$ cat src/rtl/vpdc_pkg.sv
// Shared types, constants and the square-root step for the vector pair classifier.
`timescale 1ns / 1ps
`default_nettype none
package vpdc_pkg;

	// Field widths
	localparam int COMP_W  = 12;
	localparam int DOT_W   = 25;
	localparam int LEN_W   = 24;
	localparam int TOL_W   = 24;
	localparam int SQ_W    = 23;   // one squared component, never negative
	localparam int PROD_W  = 24;   // one signed component product
	localparam int RAD_W   = 48;   // radicand: |a|^2 * |b|^2
	localparam int REM_W   = 26;   // running remainder of the root extraction

	// Root extraction: one result bit per step, a few steps per stage
	localparam int SQRT_STEPS      = RAD_W / 2;
	localparam int STEPS_PER_STAGE = 3;
	localparam int SQRT_STAGES     = SQRT_STEPS / STEPS_PER_STAGE;

	typedef enum logic [2:0] {
		DIR_PERP     = 3'd0,
		DIR_POS_LINE = 3'd1,
		DIR_NEG_LINE = 3'd2,
		DIR_POS      = 3'd3,
		DIR_NEG      = 3'd4
	} dir_class_t;

	typedef enum logic [1:0] {
		SPAT_PARALLEL = 2'd0,
		SPAT_PERP     = 2'd1,
		SPAT_GENERAL  = 2'd2
	} spat_class_t;

	// Partial state of one root extraction
	typedef struct packed {
		logic [RAD_W-1:0] rad;
		logic [REM_W-1:0] rem;
		logic [LEN_W-1:0] root;
	} sqrt_t;

	// One request in flight through the root stages
	typedef struct packed {
		logic                    valid;
		logic signed [DOT_W-1:0] dot;
		sqrt_t                   len;
		sqrt_t                   crs;
	} pipe_t;

	// One restoring digit step: brings down two radicand bits, yields one root bit
	function automatic sqrt_t sqrt_step(input sqrt_t s);
		sqrt_t            r;
		logic [REM_W+1:0] wide;
		logic [REM_W+1:0] trial;
		wide  = {s.rem, s.rad[RAD_W-1 -: 2]};
		trial = {2'b00, s.root, 2'b01};
		r.rad = {s.rad[RAD_W-3:0], 2'b00};
		if (wide >= trial) begin
			r.rem  = REM_W'(wide - trial);
			r.root = {s.root[LEN_W-2:0], 1'b1};
		end else begin
			r.rem  = wide[REM_W-1:0];
			r.root = {s.root[LEN_W-2:0], 1'b0};
		end
		return r;
	endfunction

endpackage
`default_nettype wire

$ cat src/rtl/vpdc_sqrt_stage.sv
// One registered stage of the two parallel root extractions.
`timescale 1ns / 1ps
`default_nettype none
module vpdc_sqrt_stage (
	input  wire logic            clk,
	input  wire logic            arst_n,
	input  wire logic            en,
	input  wire vpdc_pkg::pipe_t d,
	output vpdc_pkg::pipe_t      q
);

	vpdc_pkg::pipe_t nxt;

	// A few digit steps on each root
	always_comb begin
		nxt = d;
		for (int i = 0; i < vpdc_pkg::STEPS_PER_STAGE; i++) begin
			nxt.len = vpdc_pkg::sqrt_step(nxt.len);
			nxt.crs = vpdc_pkg::sqrt_step(nxt.crs);
		end
	end

	always_ff @(posedge clk or negedge arst_n) begin
		if (!arst_n) begin
			q <= '0;
		end else if (en) begin
			q <= nxt;
		end
	end

endmodule
`default_nettype wire

$ cat config.mk
export PLATFORM = sky130hd
export DESIGN_NAME = vpdc_sqrt_stage
export DESIGN_NICKNAME = d
export VERILOG_FILES = /design/src/rtl/vpdc_pkg.sv /design/src/rtl/vpdc_sqrt_stage.sv
export SDC_FILE = /design/constraint.sdc
export NUM_CORES = 1
export LEC_CHECK = 0
export BUFFER_PORTS_ARGS = -buffer_cell sky130_fd_sc_hd__buf_2
export CORE_MARGIN = 3
export CORE_UTILIZATION = 40
export DETAILED_ROUTE_END_ITERATION = 8
export HOLD_SLACK_MARGIN = 0.1
export PLACE_DENSITY = 0.6
export SLEW_MARGIN = 20
export SYNTH_ARGS = -nofsm -noshare
export SYNTH_HDL_FRONTEND = slang
export SYNTH_SLANG_ARGS = --single-unit
$ cat constraint.sdc
create_clock -name clk -period 1.05 [get_ports clk]
set_input_delay 0.1575 -clock clk [delete_from_list [all_inputs] [get_ports clk]]
set_output_delay 0.1575 -clock clk [all_outputs]
set_load 0.1 [all_outputs]
# == Yosys cells after proc, flatten, opt, wreduce, memory -nomap -nowiden ==
# Index checks and enable logic that the tools add are counted.
# classes
order_cmp,6
mux,6
n_addsub,6
# op_table
cell,count
two-way mux 50 bit,6
>= comparator 28 x 26 -> 1 bit,6
subtractor 26 bit,6
# word_totals
in_bits,225
out_inout_bits,222
reg_bits,210
word_cells,26

# == Longest topological paths before layout ==
# logic_depth
word_depth,6
depth_mapped,44
depth_no_buf,39

# == Least setup slack after synthesis ==
# OpenSTA, ideal clock, no wires.
# synth_timing
path_kind,input port to flip-flop
startpoint,input port d[21] in the netlist's numbering
endpoint,register q[25] in the netlist's numbering
cell_stages,36
setup_ps,120
arrival_ps,7530
path_slack_ps,-6600
required_ps,930
path_buffers,7
cell_sequence,inv_1 -> ha_1 -> buf_2 -> nand4_1 -> or2_1 -> or3_1 -> o211a_1 -> nand3_1 -> clkbuf_1 -> buf_1 -> a21oi_1 -> ha_1 -> nand4_1 -> nor3_1 -> nand4_1 -> or3_1 -> and3_1 -> o31a_1 -> nand2_2 -> inv_2 -> clkbuf_1 -> clkbuf_1 -> nand2_1 -> o21ai_0 -> ha_1 -> clkbuf_1 -> and4_1 -> nand2_1 -> or4b_2 -> a21oi_1 -> a211o_1 -> o22ai_2 -> a21oi_2 -> buf_2 -> o21ai_0 -> a31o_1
# synth_via
elab_chain_len,6
elab_cells_between_ends,8
cone_classes,add/sub: 2; order compare: 3; mux: 3
# synth_rtl
item,line,rtl
from (decl),vpdc_sqrt_stage.sv:8,"input wire vpdc_pkg::pipe_t d,"
subtractor 26 bit / >= comparator 28 x 26 -> 1 bit (equally long branches),"vpdc_pkg.sv:59, vpdc_pkg.sv:58",
two-way mux 50 bit *,vpdc_pkg.sv:58,if (wide >= trial) begin
subtractor 26 bit / >= comparator 28 x 26 -> 1 bit (equally long branches),"vpdc_pkg.sv:59, vpdc_pkg.sv:58",
two-way mux 50 bit *,vpdc_pkg.sv:58,
>= comparator 28 x 26 -> 1 bit *,vpdc_pkg.sv:58,
two-way mux 50 bit *,vpdc_pkg.sv:58,
to (signal assigned),vpdc_sqrt_stage.sv:27,q <= nxt;
to (decl),vpdc_sqrt_stage.sv:9,output vpdc_pkg::pipe_t q
# Every way passes the cells marked *; elsewhere a longest branch is shown, timed or not.
# A chain may end at the register's enable or synchronous reset.

# == Final worst setup path ==
# layout_timing
startpoint,input port d[99] in the netlist's numbering
endpoint,register q[122] in the netlist's numbering
# Same word-level chain as after synthesis.

==> impl_metrics.csv <==
group,metric,value,unit
power_and_ir_drop,power,0.09156,W
logic_synthesis,synth_seq_area_share,29.15,%
route,wl_per_cell,24.22,microns
sta,finClkSkew,0,ps
sta,max_freq,0.1435,GHz
sta,hold_ws,18.45,ps
critical_path,reg2regPathDepth,1,
grt,antenna_found_initial,9,
outcome,status,"finished, violations left",
clock_network,clock_latency,580,ps
worst_hold_path,hold_path.class,"in -> async",
sta,tightestPinTransition,549.9,ps
die,boundaryPins,447,
critical_path,cp_num_cells,38,
critical_path,slowest_stage,"ha_1",
placement,pre_cts_slack,-6473,ps
clock_network,cts_hold_buf,156,
clock_network,tritoncts,"done",
critical_path,worstPathMaxFanout,12,
die,core_area,0.04441,sq mm
grt,grt_pass1_wl,137200,microns
route,routed_wl,100400,microns
critical_path,startpoint,"d[99]",
route,routed-via-count,23707,
placement,hpwlAfterDp,65190,microns
clock_network,cts_buffers,25,
layout,drive_gt1_share,60.30,%
clock_network,cts_max_path_buffers,3,
critical_path,crit_arrival,7420,ps
critical_path,critical_path_required,1500,ps
critical_path,cp-start-kind,"input pin",
logic_synthesis,synthArstFlopShare,100.0,%
logic_synthesis,yosysUniqueCellTypes,89,
placement,gp_congestion,0.9381,
power_and_ir_drop,irDropWorstVdd,2.303,mV
clock_network,cts_root_buffer,"clkbuf_16",
sta,fin_crit,6970,ps
critical_path,worst_setup_path_end_kind,"register",
clock_network,clk_pin_slew,70,ps
layout,syn2layout_area_growth,101.3,%
route,drt_iter0_markers,1933,
die,die_x,218.3,microns
critical_path,critPathTopFamily,"compound AO/OA/AOI/OAI gates",
logic_synthesis,ys_warn_count,0,
sta,setup_violations,270,
sta,period_share,663.8,%
placement,port-buffer-count,434,
die,rows,77,
placement,placed_area,0.03056,sq mm
sta,slew_headroom,62.95,%
layout,final_cell_area,0.03629,sq mm
grt,grt_use_total,36.71,%
layout,reg_top3,"q: 210 flops",
die,start_util,40.59,%
power_and_ir_drop,total_leakage_power,16.97,nW
logic_synthesis,syn_area,0.01803,sq mm
die,die-area,0.04765,sq mm
sta,hold_violations,0,
critical_path,path_buf_inv,7,
sta,worst_slack,-5920,ps
clock_network,cts_sinks,210,
grt,grt_pass1_vias,24046,
critical_path,r2r-start,"q[156]",
layout,top_register,"q",
logic_synthesis,synth.avg_cell_area,8.671,sq um
clock_network,htree_levels,1,
route,drt_pass1_iterations,8,
logic_synthesis,yosys_register_bits,210,
power_and_ir_drop,p_per_area,2523,mW/mm^2
route,drc,0,
route,ant_nets,0,
outcome,violations,"setup timing",
sta,rsz0062_at_grt,"yes",
logic_synthesis,synth_ff_type,"dfrtp_1",
grt,grt.overflow.total,0,
layout,largest_reg_flops,210,
critical_path,crit_type,"in -> reg",
layout,layout.nets,3911,
run,cap_violations,0,
sta,slew_violations,0,
route,vias_per_cell,5.721,
logic_synthesis,syn_inst,2079,
die,die_h,218.3,microns
grt,grt_max_degree,52,
critical_path,slowest_delay,460,ps
logic_synthesis,synth_edf_count,0,
-- kinds of logic (layout without fill, tap and decap cells) --
group | after synthesis | after routing | share of synthesized area [%]
fa+ha+maj | 156 | 156 | 10.83
simple gates | 555 | 555 | 14.96
xor+xnor | 121 | 121 | 5.879
other cells | 1 | 15 | 0.02080
buf+inv | 213 | 1672 | 4.942
compound gates | 648 | 648 | 23.30
mux | 175 | 175 | 10.92
flops | 210 | 210 | 29.15
-- metal layers --
metal  global-route usage, %  share of wire (%)
met3                   6.507                7.6
met2                   67.26                 50
met1                   39.26                 34
met4                   22.05                8.2
met5                       0               0.18
-- timing repair --
| item | CTS | global route |
|---|---|---|
| pin swaps | 153 | 104 |
| endpoints found under the setup margin | 268 | 268 |
| endpoints found under the hold margin | 368 | 13 |
| resized for setup | 318 | 126 |
| buffers inserted | 98 | 71 |
| gates cloned | 5 | 0 |
-- synth_stat cells (62+ instances only) --
library cell	number	area (sq um)
dfrtp_1	210	5255
a21oi_1	196	980.9
mux2_2	163	1836
ha_1	156	1952
nand2_1	152	570.6
nor2_1	136	510.5
inv_1	111	416.7
o21ai_0	109	545.5
a21o_1	101	758.2
xnor2_1	73	639.4
clkbuf_1	64	240.2
nand3_1	62	310.3
-- metrics by stage --
step | TNS (ps) | utilization [%] | instances
final | -376680 | 81.72 | 4144
after global routing | -390960 | 81.72 | 4144
after CTS | -349650 | 79.37 | 4077
after detailed placement | -352230 | 68.82 | 3776
after global placement | -344420 | 68.82 | 3776
after floorplan | -309630 | - | 2090
-- final timing paths --
kind / to / slack, ps
worst min register to register: q[132] / 540
worst max register to register: q[156] / -30
worst min-delay path: q[161] / 20
max in group asynchronous: q[134] / 420
min in group clk: q[208] / 110
worst max-delay path: q[122] / -5920
-- placed cells by master (no fill, tap or decap), drive strengths merged, types with 102 or more instances in the layout --
master | synthesis | final
o21ai | 116 | 116
a21o | 102 | 102
inv | 112 | 111
nand2 | 154 | 154
mux2 | 163 | 163
dfrtp | 210 | 210
nor2 | 136 | 136
ha | 156 | 156
a21oi | 197 | 197
dlygate4sd3 | 0 | 156
buf | 36 | 1356
-- final cells by class --
type	count	area, sq um
Timing Repair Buffer	1512	14430
Multi-Input combinational cell	1667	14200
Fill cell	2522	8119
Sequential cell	210	5510
Tap cell	592	740.7
Clock buffer	32	711.9
Inverter	112	496.7
Clock inverter	14	173.9
Timing Repair inverter	2	27.53
Antenna cell	3	7.507
-- where the power goes --
part	total, W	leakage [nW]	internal, W	switching (W)
Combinational	0.0693	14.3	0.0316	0.0377
Clock	0.00989	0.429	0.00557	0.00432
Sequential	0.0124	2.24	0.0101	0.00230
Power figures use the tool's default switching activity.
