`src/rtl/vpdc_pkg.sv`:
```
// Shared types, constants and the square-root step for the vector pair classifier.
`timescale 1ns / 1ps
`default_nettype none
package vpdc_pkg;

	// Field widths
	localparam int COMP_W  = 12;
	localparam int DOT_W   = 25;
	localparam int LEN_W   = 24;
	localparam int TOL_W   = 24;
	localparam int SQ_W    = 23;   // one squared component, never negative
	localparam int PROD_W  = 24;   // one signed component product
	localparam int RAD_W   = 48;   // radicand: |a|^2 * |b|^2
	localparam int REM_W   = 26;   // running remainder of the root extraction

	// Root extraction: one result bit per step, a few steps per stage
	localparam int SQRT_STEPS      = RAD_W / 2;
	localparam int STEPS_PER_STAGE = 3;
	localparam int SQRT_STAGES     = SQRT_STEPS / STEPS_PER_STAGE;

	typedef enum logic [2:0] {
		DIR_PERP     = 3'd0,
		DIR_POS_LINE = 3'd1,
		DIR_NEG_LINE = 3'd2,
		DIR_POS      = 3'd3,
		DIR_NEG      = 3'd4
	} dir_class_t;

	typedef enum logic [1:0] {
		SPAT_PARALLEL = 2'd0,
		SPAT_PERP     = 2'd1,
		SPAT_GENERAL  = 2'd2
	} spat_class_t;

	// Partial state of one root extraction
	typedef struct packed {
		logic [RAD_W-1:0] rad;
		logic [REM_W-1:0] rem;
		logic [LEN_W-1:0] root;
	} sqrt_t;

	// One request in flight through the root stages
	typedef struct packed {
		logic                    valid;
		logic signed [DOT_W-1:0] dot;
		sqrt_t                   len;
		sqrt_t                   crs;
	} pipe_t;

	// One restoring digit step: brings down two radicand bits, yields one root bit
	function automatic sqrt_t sqrt_step(input sqrt_t s);
		sqrt_t            r;
		logic [REM_W+1:0] wide;
		logic [REM_W+1:0] trial;
		wide  = {s.rem, s.rad[RAD_W-1 -: 2]};
		trial = {2'b00, s.root, 2'b01};
		r.rad = {s.rad[RAD_W-3:0], 2'b00};
		if (wide >= trial) begin
			r.rem  = REM_W'(wide - trial);
			r.root = {s.root[LEN_W-2:0], 1'b1};
		end else begin
			r.rem  = wide[REM_W-1:0];
			r.root = {s.root[LEN_W-2:0], 1'b0};
		end
		return r;
	endfunction

endpackage
`default_nettype wire

```
`src/rtl/vpdc_classify.sv`:
```
// Direction and spatial classification against the tolerance, with the output register.
`timescale 1ns / 1ps
`default_nettype none
module vpdc_classify (
	input  wire logic                          clk,
	input  wire logic                          arst_n,
	input  wire logic                          en,
	input  wire vpdc_pkg::pipe_t               d,
	input  wire logic [vpdc_pkg::TOL_W-1:0]    tol,
	output logic                               valid_q,
	output logic signed [vpdc_pkg::DOT_W-1:0]  dot_q,
	output logic [vpdc_pkg::LEN_W-1:0]         len_q,
	output vpdc_pkg::dir_class_t               dir_q,
	output vpdc_pkg::spat_class_t              spat_q
);

	localparam int DOT_W = vpdc_pkg::DOT_W;
	localparam int LEN_W = vpdc_pkg::LEN_W;

	logic [LEN_W-1:0]      adot, lenprod, crslen, dl_diff, lc_diff;
	logic                  dot_pos;
	vpdc_pkg::dir_class_t  dir;
	vpdc_pkg::spat_class_t spat;

	always_comb begin
		lenprod = d.len.root;
		crslen  = d.crs.root;
		adot    = d.dot[DOT_W-1] ? LEN_W'(-d.dot) : d.dot[LEN_W-1:0];
		// dot is non-zero wherever the sign is looked at
		dot_pos = !d.dot[DOT_W-1];
		dl_diff = (adot >= lenprod) ? adot - lenprod : lenprod - adot;
		lc_diff = (lenprod >= crslen) ? lenprod - crslen : crslen - lenprod;

		// direction: perpendicular, on the line, or plain sign
		if (adot <= tol)
			dir = vpdc_pkg::DIR_PERP;
		else if (dl_diff <= tol)
			dir = dot_pos ? vpdc_pkg::DIR_POS_LINE : vpdc_pkg::DIR_NEG_LINE;
		else
			dir = dot_pos ? vpdc_pkg::DIR_POS : vpdc_pkg::DIR_NEG;

		// spatial: strict comparisons on the cross length
		if (crslen < tol)
			spat = vpdc_pkg::SPAT_PARALLEL;
		else if (lc_diff < tol)
			spat = vpdc_pkg::SPAT_PERP;
		else
			spat = vpdc_pkg::SPAT_GENERAL;
	end

	always_ff @(posedge clk or negedge arst_n) begin
		if (!arst_n) begin
			valid_q <= 1'b0;
		end else if (en) begin
			valid_q <= d.valid;
		end
	end

	always_ff @(posedge clk) begin
		if (en) begin
			dot_q  <= d.dot;
			len_q  <= lenprod;
			dir_q  <= dir;
			spat_q <= spat;
		end
	end

endmodule
`default_nettype wire

```
`config.mk`:
```
export PLATFORM = sky130hd
export DESIGN_NAME = vpdc_classify
export DESIGN_NICKNAME = d
export VERILOG_FILES = /design/src/rtl/vpdc_pkg.sv /design/src/rtl/vpdc_classify.sv
export SDC_FILE = /design/constraint.sdc
export NUM_CORES = 1
export LEC_CHECK = 0
export ABC_AREA = 1
export BUFFER_PORTS_ARGS = -buffer_cell sky130_fd_sc_hd__buf_2
export CAP_MARGIN = 20
export CORE_MARGIN = 4
export CORE_UTILIZATION = 50
export DETAILED_ROUTE_END_ITERATION = 6
export PLACE_DENSITY = 0.82
export SYNTH_ARGS = -nofsm -noshare
export SYNTH_HDL_FRONTEND = slang
export SYNTH_SLANG_ARGS = --single-unit
```
`constraint.sdc`:
```
create_clock -name clk -period 0.85 [get_ports clk]
set_clock_uncertainty 0.15 [all_clocks]
set_input_delay 0.0425 -clock clk [delete_from_list [all_inputs] [get_ports clk]]
set_output_delay 0.0425 -clock clk [all_outputs]
set_load 0.05 [all_outputs]
```
-- After elaboration in Yosys (flattened, before gate mapping)
Index checks and enable logic that the tools add are counted.
- $add $sub $neg: 5
- $lt $le $gt $ge: 6
- muxes and demuxes: 7
- operators by type and width (kind ; number):
    $sub 24x24->24 ; 4
    $mux 24 ; 3
    $ge 24x24->1 ; 2
    $le 24x24->1 ; 2
    $lt 24x24->1 ; 2
    $neg 24->24 ; 1
    $mux 3 ; 2
    $mux 2 ; 2
- register bits after elaboration: 55
- input bits: 249
- output and inout port bits: 55

-- Logic depth before layout (Yosys ltp)
- depth in word-level cells: 6
- mapped depth: 35
- gate-level depth less buffers: 34

-- Worst setup path after synthesis
Ideal clock, no wire load.
- path kind: input port to flip-flop
- start: input port d[196] (netlist bit)
- end: register dir_q[1] (data pin)
- arrival time: 3505 ps
- slack: -3060 ps
- stages on the path: 32
- cells stage by stage: inv_1 -> ha_1 -> nand3_1 -> nor3_1 -> nand3_1 -> nand2_1 -> nand3_1 -> xor2_1 -> ha_1 -> nand2_1 -> inv_1 -> nand2_1 -> nand2_1 -> nand2_1 -> nand2_1 -> inv_1 -> nand3_4 -> inv_2 -> buf_6 -> nand2_1 -> nand2_1 -> inv_1 -> ha_1 -> nand2_1 -> nor2_1 -> nand4_1 -> nor2_1 -> nand2_1 -> nand3_1 -> nand3_1 -> nand2_1 -> nor2_1
- cells in the longest elaborated chain, start to end: 6
- ends and longest elaborated chain (item ; line ; source):
    start: declaration ; vpdc_classify.sv:8 ; input wire vpdc_pkg::pipe_t d,
    $neg 24->24 ; vpdc_classify.sv:28 ; adot = d.dot[DOT_W-1] ? LEN_W'(-d.dot) : d.dot[LEN_W-1:0];
    $mux 24 * ; vpdc_classify.sv:28 ;
    $sub 24x24->24 / $ge 24x24->1 (equally long branches) ; vpdc_classify.sv:31 ; dl_diff = (adot >= lenprod) ? adot - lenprod : lenprod - adot;
    $mux 24 ; vpdc_classify.sv:31 ;
    $le 24x24->1 ; vpdc_classify.sv:37 ; else if (dl_diff <= tol)
    $mux 3 ; vpdc_classify.sv:37 ;
    end signal: assignment ; vpdc_classify.sv:63 ; dir_q <= dir;
    end: declaration ; vpdc_classify.sv:13 ; output vpdc_pkg::dir_class_t dir_q,
Every way passes the cells marked *; elsewhere a longest branch is shown, timed or not.
A chain may end at the register's enable or synchronous reset.

-- Worst setup path after layout
- start: input port d[199] (netlist bit)
- end: register dir_q[1] (data pin)
Same word-level chain as after synthesis.

==> impl_results.md <==
- Post-route setup slack: -3350 ps
- Routed length per instance: 21.1 um
- Number of antenna-violating nets in the routed design: 0
- Area after DPL: 0.0161 mm2
- First-pass GRT wire length: 82.2 mm
- Synthesized instance count: 2,044
- Pin count of the biggest net entering global routing: 20
- Count of input and output buffers: 155
- Clock network fraction of design power: 9.3%
- Required time at the worst-slack endpoint: 780 ps
- Total internal power: 12.1 mW
- Violated checks: design-rule violations, negative hold slack, negative setup slack
- Number of I/O pins: 304
- Root Buffer: clkbuf_16
- Nets@finish: 3,117
- Residual DRC count: 67
- Min cycle time layout: 4200 ps
- Total number of clock tree sinks: 55
- Sw Pwr: 12.5 mW
- Library cell appearing most often on the critical path: nand2_1
- Ratio of routed vias to standard cells: 5.73
- Maximum fanout along the worst path: 7
- Pre-CTS setup slack: -3680 ps
- Relative contribution of sequential cells to total power: 13.9%
- Antenna violations before repair: 1
- Max incr delay on CP: 330 ps
- Die Footprint: 0.0259 mm2
- Sequential element share of the synthesized area: 14.1%
- Total iterations of the first detailed-routing run: 7
- Final hold slack: -169 ps
- Die X: 161 um
- Worst Hold Depth: 2
- Crit end category: flip-flop
- Post-route cell area: 0.0191 mm2
- Global route overflow: 0
- Clock transition at path regs: 80 ps
- Worst relative slew slack: 56.0%
- Critical-path cell with the highest stage delay: ha_1
- Max capacitance violation total: 0
- Number of cells on the worst reg-to-reg path: 1
- Kind of launch point of the worst setup path: primary input
- Register bit total from synthesis: 55
- Vias post-DR: 17,100
- Number of warnings printed during yosys synthesis: 0
- Final weighted congestion in routability-driven placement: 1.01
- Power consumption: 24.6 mW
- Diodes inserted: 0
- Area Growth Syn to Fin: 63.3%
- Hold-fix buffers at CTS: 13
- Classification of the worst setup path: primary input to flip-flop
- Die Height: 161 um
- Setup repair after global routing missed its margin: yes
- Initial DRC count: 2,219
- Post-detail-place hpwl: 40.8 mm
- Reg-to-reg slack, setup: -130 ps
- Final hold violations: 40
- Max Fclk: 0.238 GHz
- Num CTS Buffers: 5
- TritonCTS clock tree: done
- Final setup violation count: 64
- Starting utilization of the core area: 51.2%
- Portion of synthesized cell area occupied by the leading cell type: 26.5%
- Total leakage power: 10.9 nW
- Top cell type by total area after synthesis: nand2_1
- Tot GR Track Use: 40.0%
- Min-delay worst type: primary input to flip-flop
- Total power density per cell area: 1290 mW/mm2
- H-tree level count: 2
- Final-layout setup total negative slack: -27,180 ps
- Tightest Pin Transition: 658 ps
- Synth Cell Area: 0.0117 mm2
- Proportion of synthesized flip-flops having asynchronous set or reset: 1.82%
- Worst-case vdd ir drop: 1.12 mV
- EDFF count, synth: 54
- Prevailing post-synth register cell: edfxtp_1
- Fill cells: 1,436
- Netlist cell types: 36
- Largest buffer count on any clock path: 2
- Most used standard cell by instance count after synthesis: nand2_1
- Commonest cells in the synthesized netlist: 826 x nand2_1, 444 x inv_1, 189 x ha_1, 138 x nand3_1, 125 x nor2_1
- Post-Route WL: 63.2 mm
- Total number of placement rows: 55
- Outcome: finished with violations
- Proportion of layout cells with a drive suffix above 1: 36.7%
- Post-synthesis area per instance: 5.73 um2
- Clk Latency, worst-skew pair: 320 ps
- Synthesized netlist net count: 2,486
- Switching share of power: 50.8%
- Vias in the first global route: 15,700
- Leading post-synthesis cells by cell area: nand2_1 26%, ha_1 20%, inv_1 14%
- Combinational group share of total power: 76.8%
- Number of max-slew violations in the final report: 0
- Arrival time at the worst endpoint: 4130 ps
- Core Region: 0.0228 mm2
- Share of the cycle needed by the critical path after routing: 494%
-- worst max-delay path, delay by kind of cell --
family | cells | cell delay (ps)
simple gates | 19 | 1940
buf+inv | 10 | 1240
fa+ha+maj | 2 | 620
xor+xnor | 1 | 180
compound gates | 1 | 90
-- power by group through the flow --
stage | Combinational (mW) | Clock, mW | Sequential (mW)
after global routing | 19.8 | 2.33 | 3.43
after global placement | 13.3 | 0 | 3.37
after detailed placement | 13.7 | 0 | 3.38
after floorplan | 7.07 | 0 | 4.18
final | 18.9 | 2.29 | 3.41
after CTS | 15.5 | 2.19 | 3.38
-- flip-flops by register name (all words and copies together) (netlist names) --
signal and flops:
len_q 24, valid_q 1, spat_q 2, dot_q 25, dir_q 3
-- kinds of logic after synthesis --
kind of cell / Yosys count / share of synthesized area, %
flops: 55 / 14.1
compound gates: 143 / 6.54
simple gates: 1131 / 38.8
xor+xnor: 58 / 4.34
buf+inv: 463 / 15.2
fa+ha+maj: 193 / 20.9
mux: 1 / 0.0962
-- final cells by class --
| type | count | area [um2] | area share (%) |
|---|---|---|---|
| timing repair inverter | 1 | 6.26 | 0.0327 |
| clock buffer | 7 | 133 | 0.694 |
| sequential | 55 | 1650 | 8.62 |
| tap | 313 | 392 | 2.05 |
| inverter | 449 | 1750 | 9.13 |
| multi-input combinational | 1528 | 10100 | 53.1 |
| clock inverter | 1 | 5.00 | 0.0262 |
| timing repair buffer | 635 | 5040 | 26.4 |
-- routing by layer --
metal  share of wire (%)  wire length [um]  GRT usage (%)
met3                  12              7510           6.43
met5                   0                 0              0
met4                 8.7              5480           19.1
met1                  36             23000           51.9
met2                  43             27200           65.4
-- worst paths after layout --
path / start / to
min in group asynchronous: arst_n / valid_q$_DFFE_PN0P_
worst max register to register: valid_q$_DFFE_PN0P_ / valid_q$_DFFE_PN0P_
worst max-delay path: d[199] / dir_q[1]$_SDFFCE_PP0P_
max in group asynchronous: arst_n / valid_q$_DFFE_PN0P_
worst min-delay path: d[221] / valid_q$_DFFE_PN0P_
worst min register to register: valid_q$_DFFE_PN0P_ / valid_q$_DFFE_PN0P_
-- timing repair --
action	in CTS	in global routing
setup buffers	27	20
pin swaps	98	95
hold endpoints to repair	52	40
setup endpoints to repair	61	62
cloned	3	1
resized for setup	340	202
-- cells in the final DEF, fill, tap and decap left out, types with 46 or more instances in the layout --
| master | count |
|---|---|
| nand2_1 | 729 |
| buf_4 | 431 |
| inv_1 | 410 |
| ha_1 | 135 |
| nand3_1 | 101 |
| buf_2 | 93 |
| nand2_2 | 88 |
| buf_6 | 83 |
| nor2_1 | 81 |
| a21oi_1 | 71 |
| edfxtp_1 | 54 |
| ha_4 | 52 |
| xor2_1 | 46 |
-- metrics by stage --
step | cells | hold slack [ps] | util, %
2_1_floorplan | 2044 | -403 | -
3_3_place_gp | 2919 | -333 | 70.6
3_5_place_dp | 2919 | -332 | 70.6
4_1_cts | 2970 | -165 | 78.8
5_1_grt | 2989 | -156 | 83.6
6_report | 2989 | -169 | 83.6
Power figures use the tool's default switching activity.
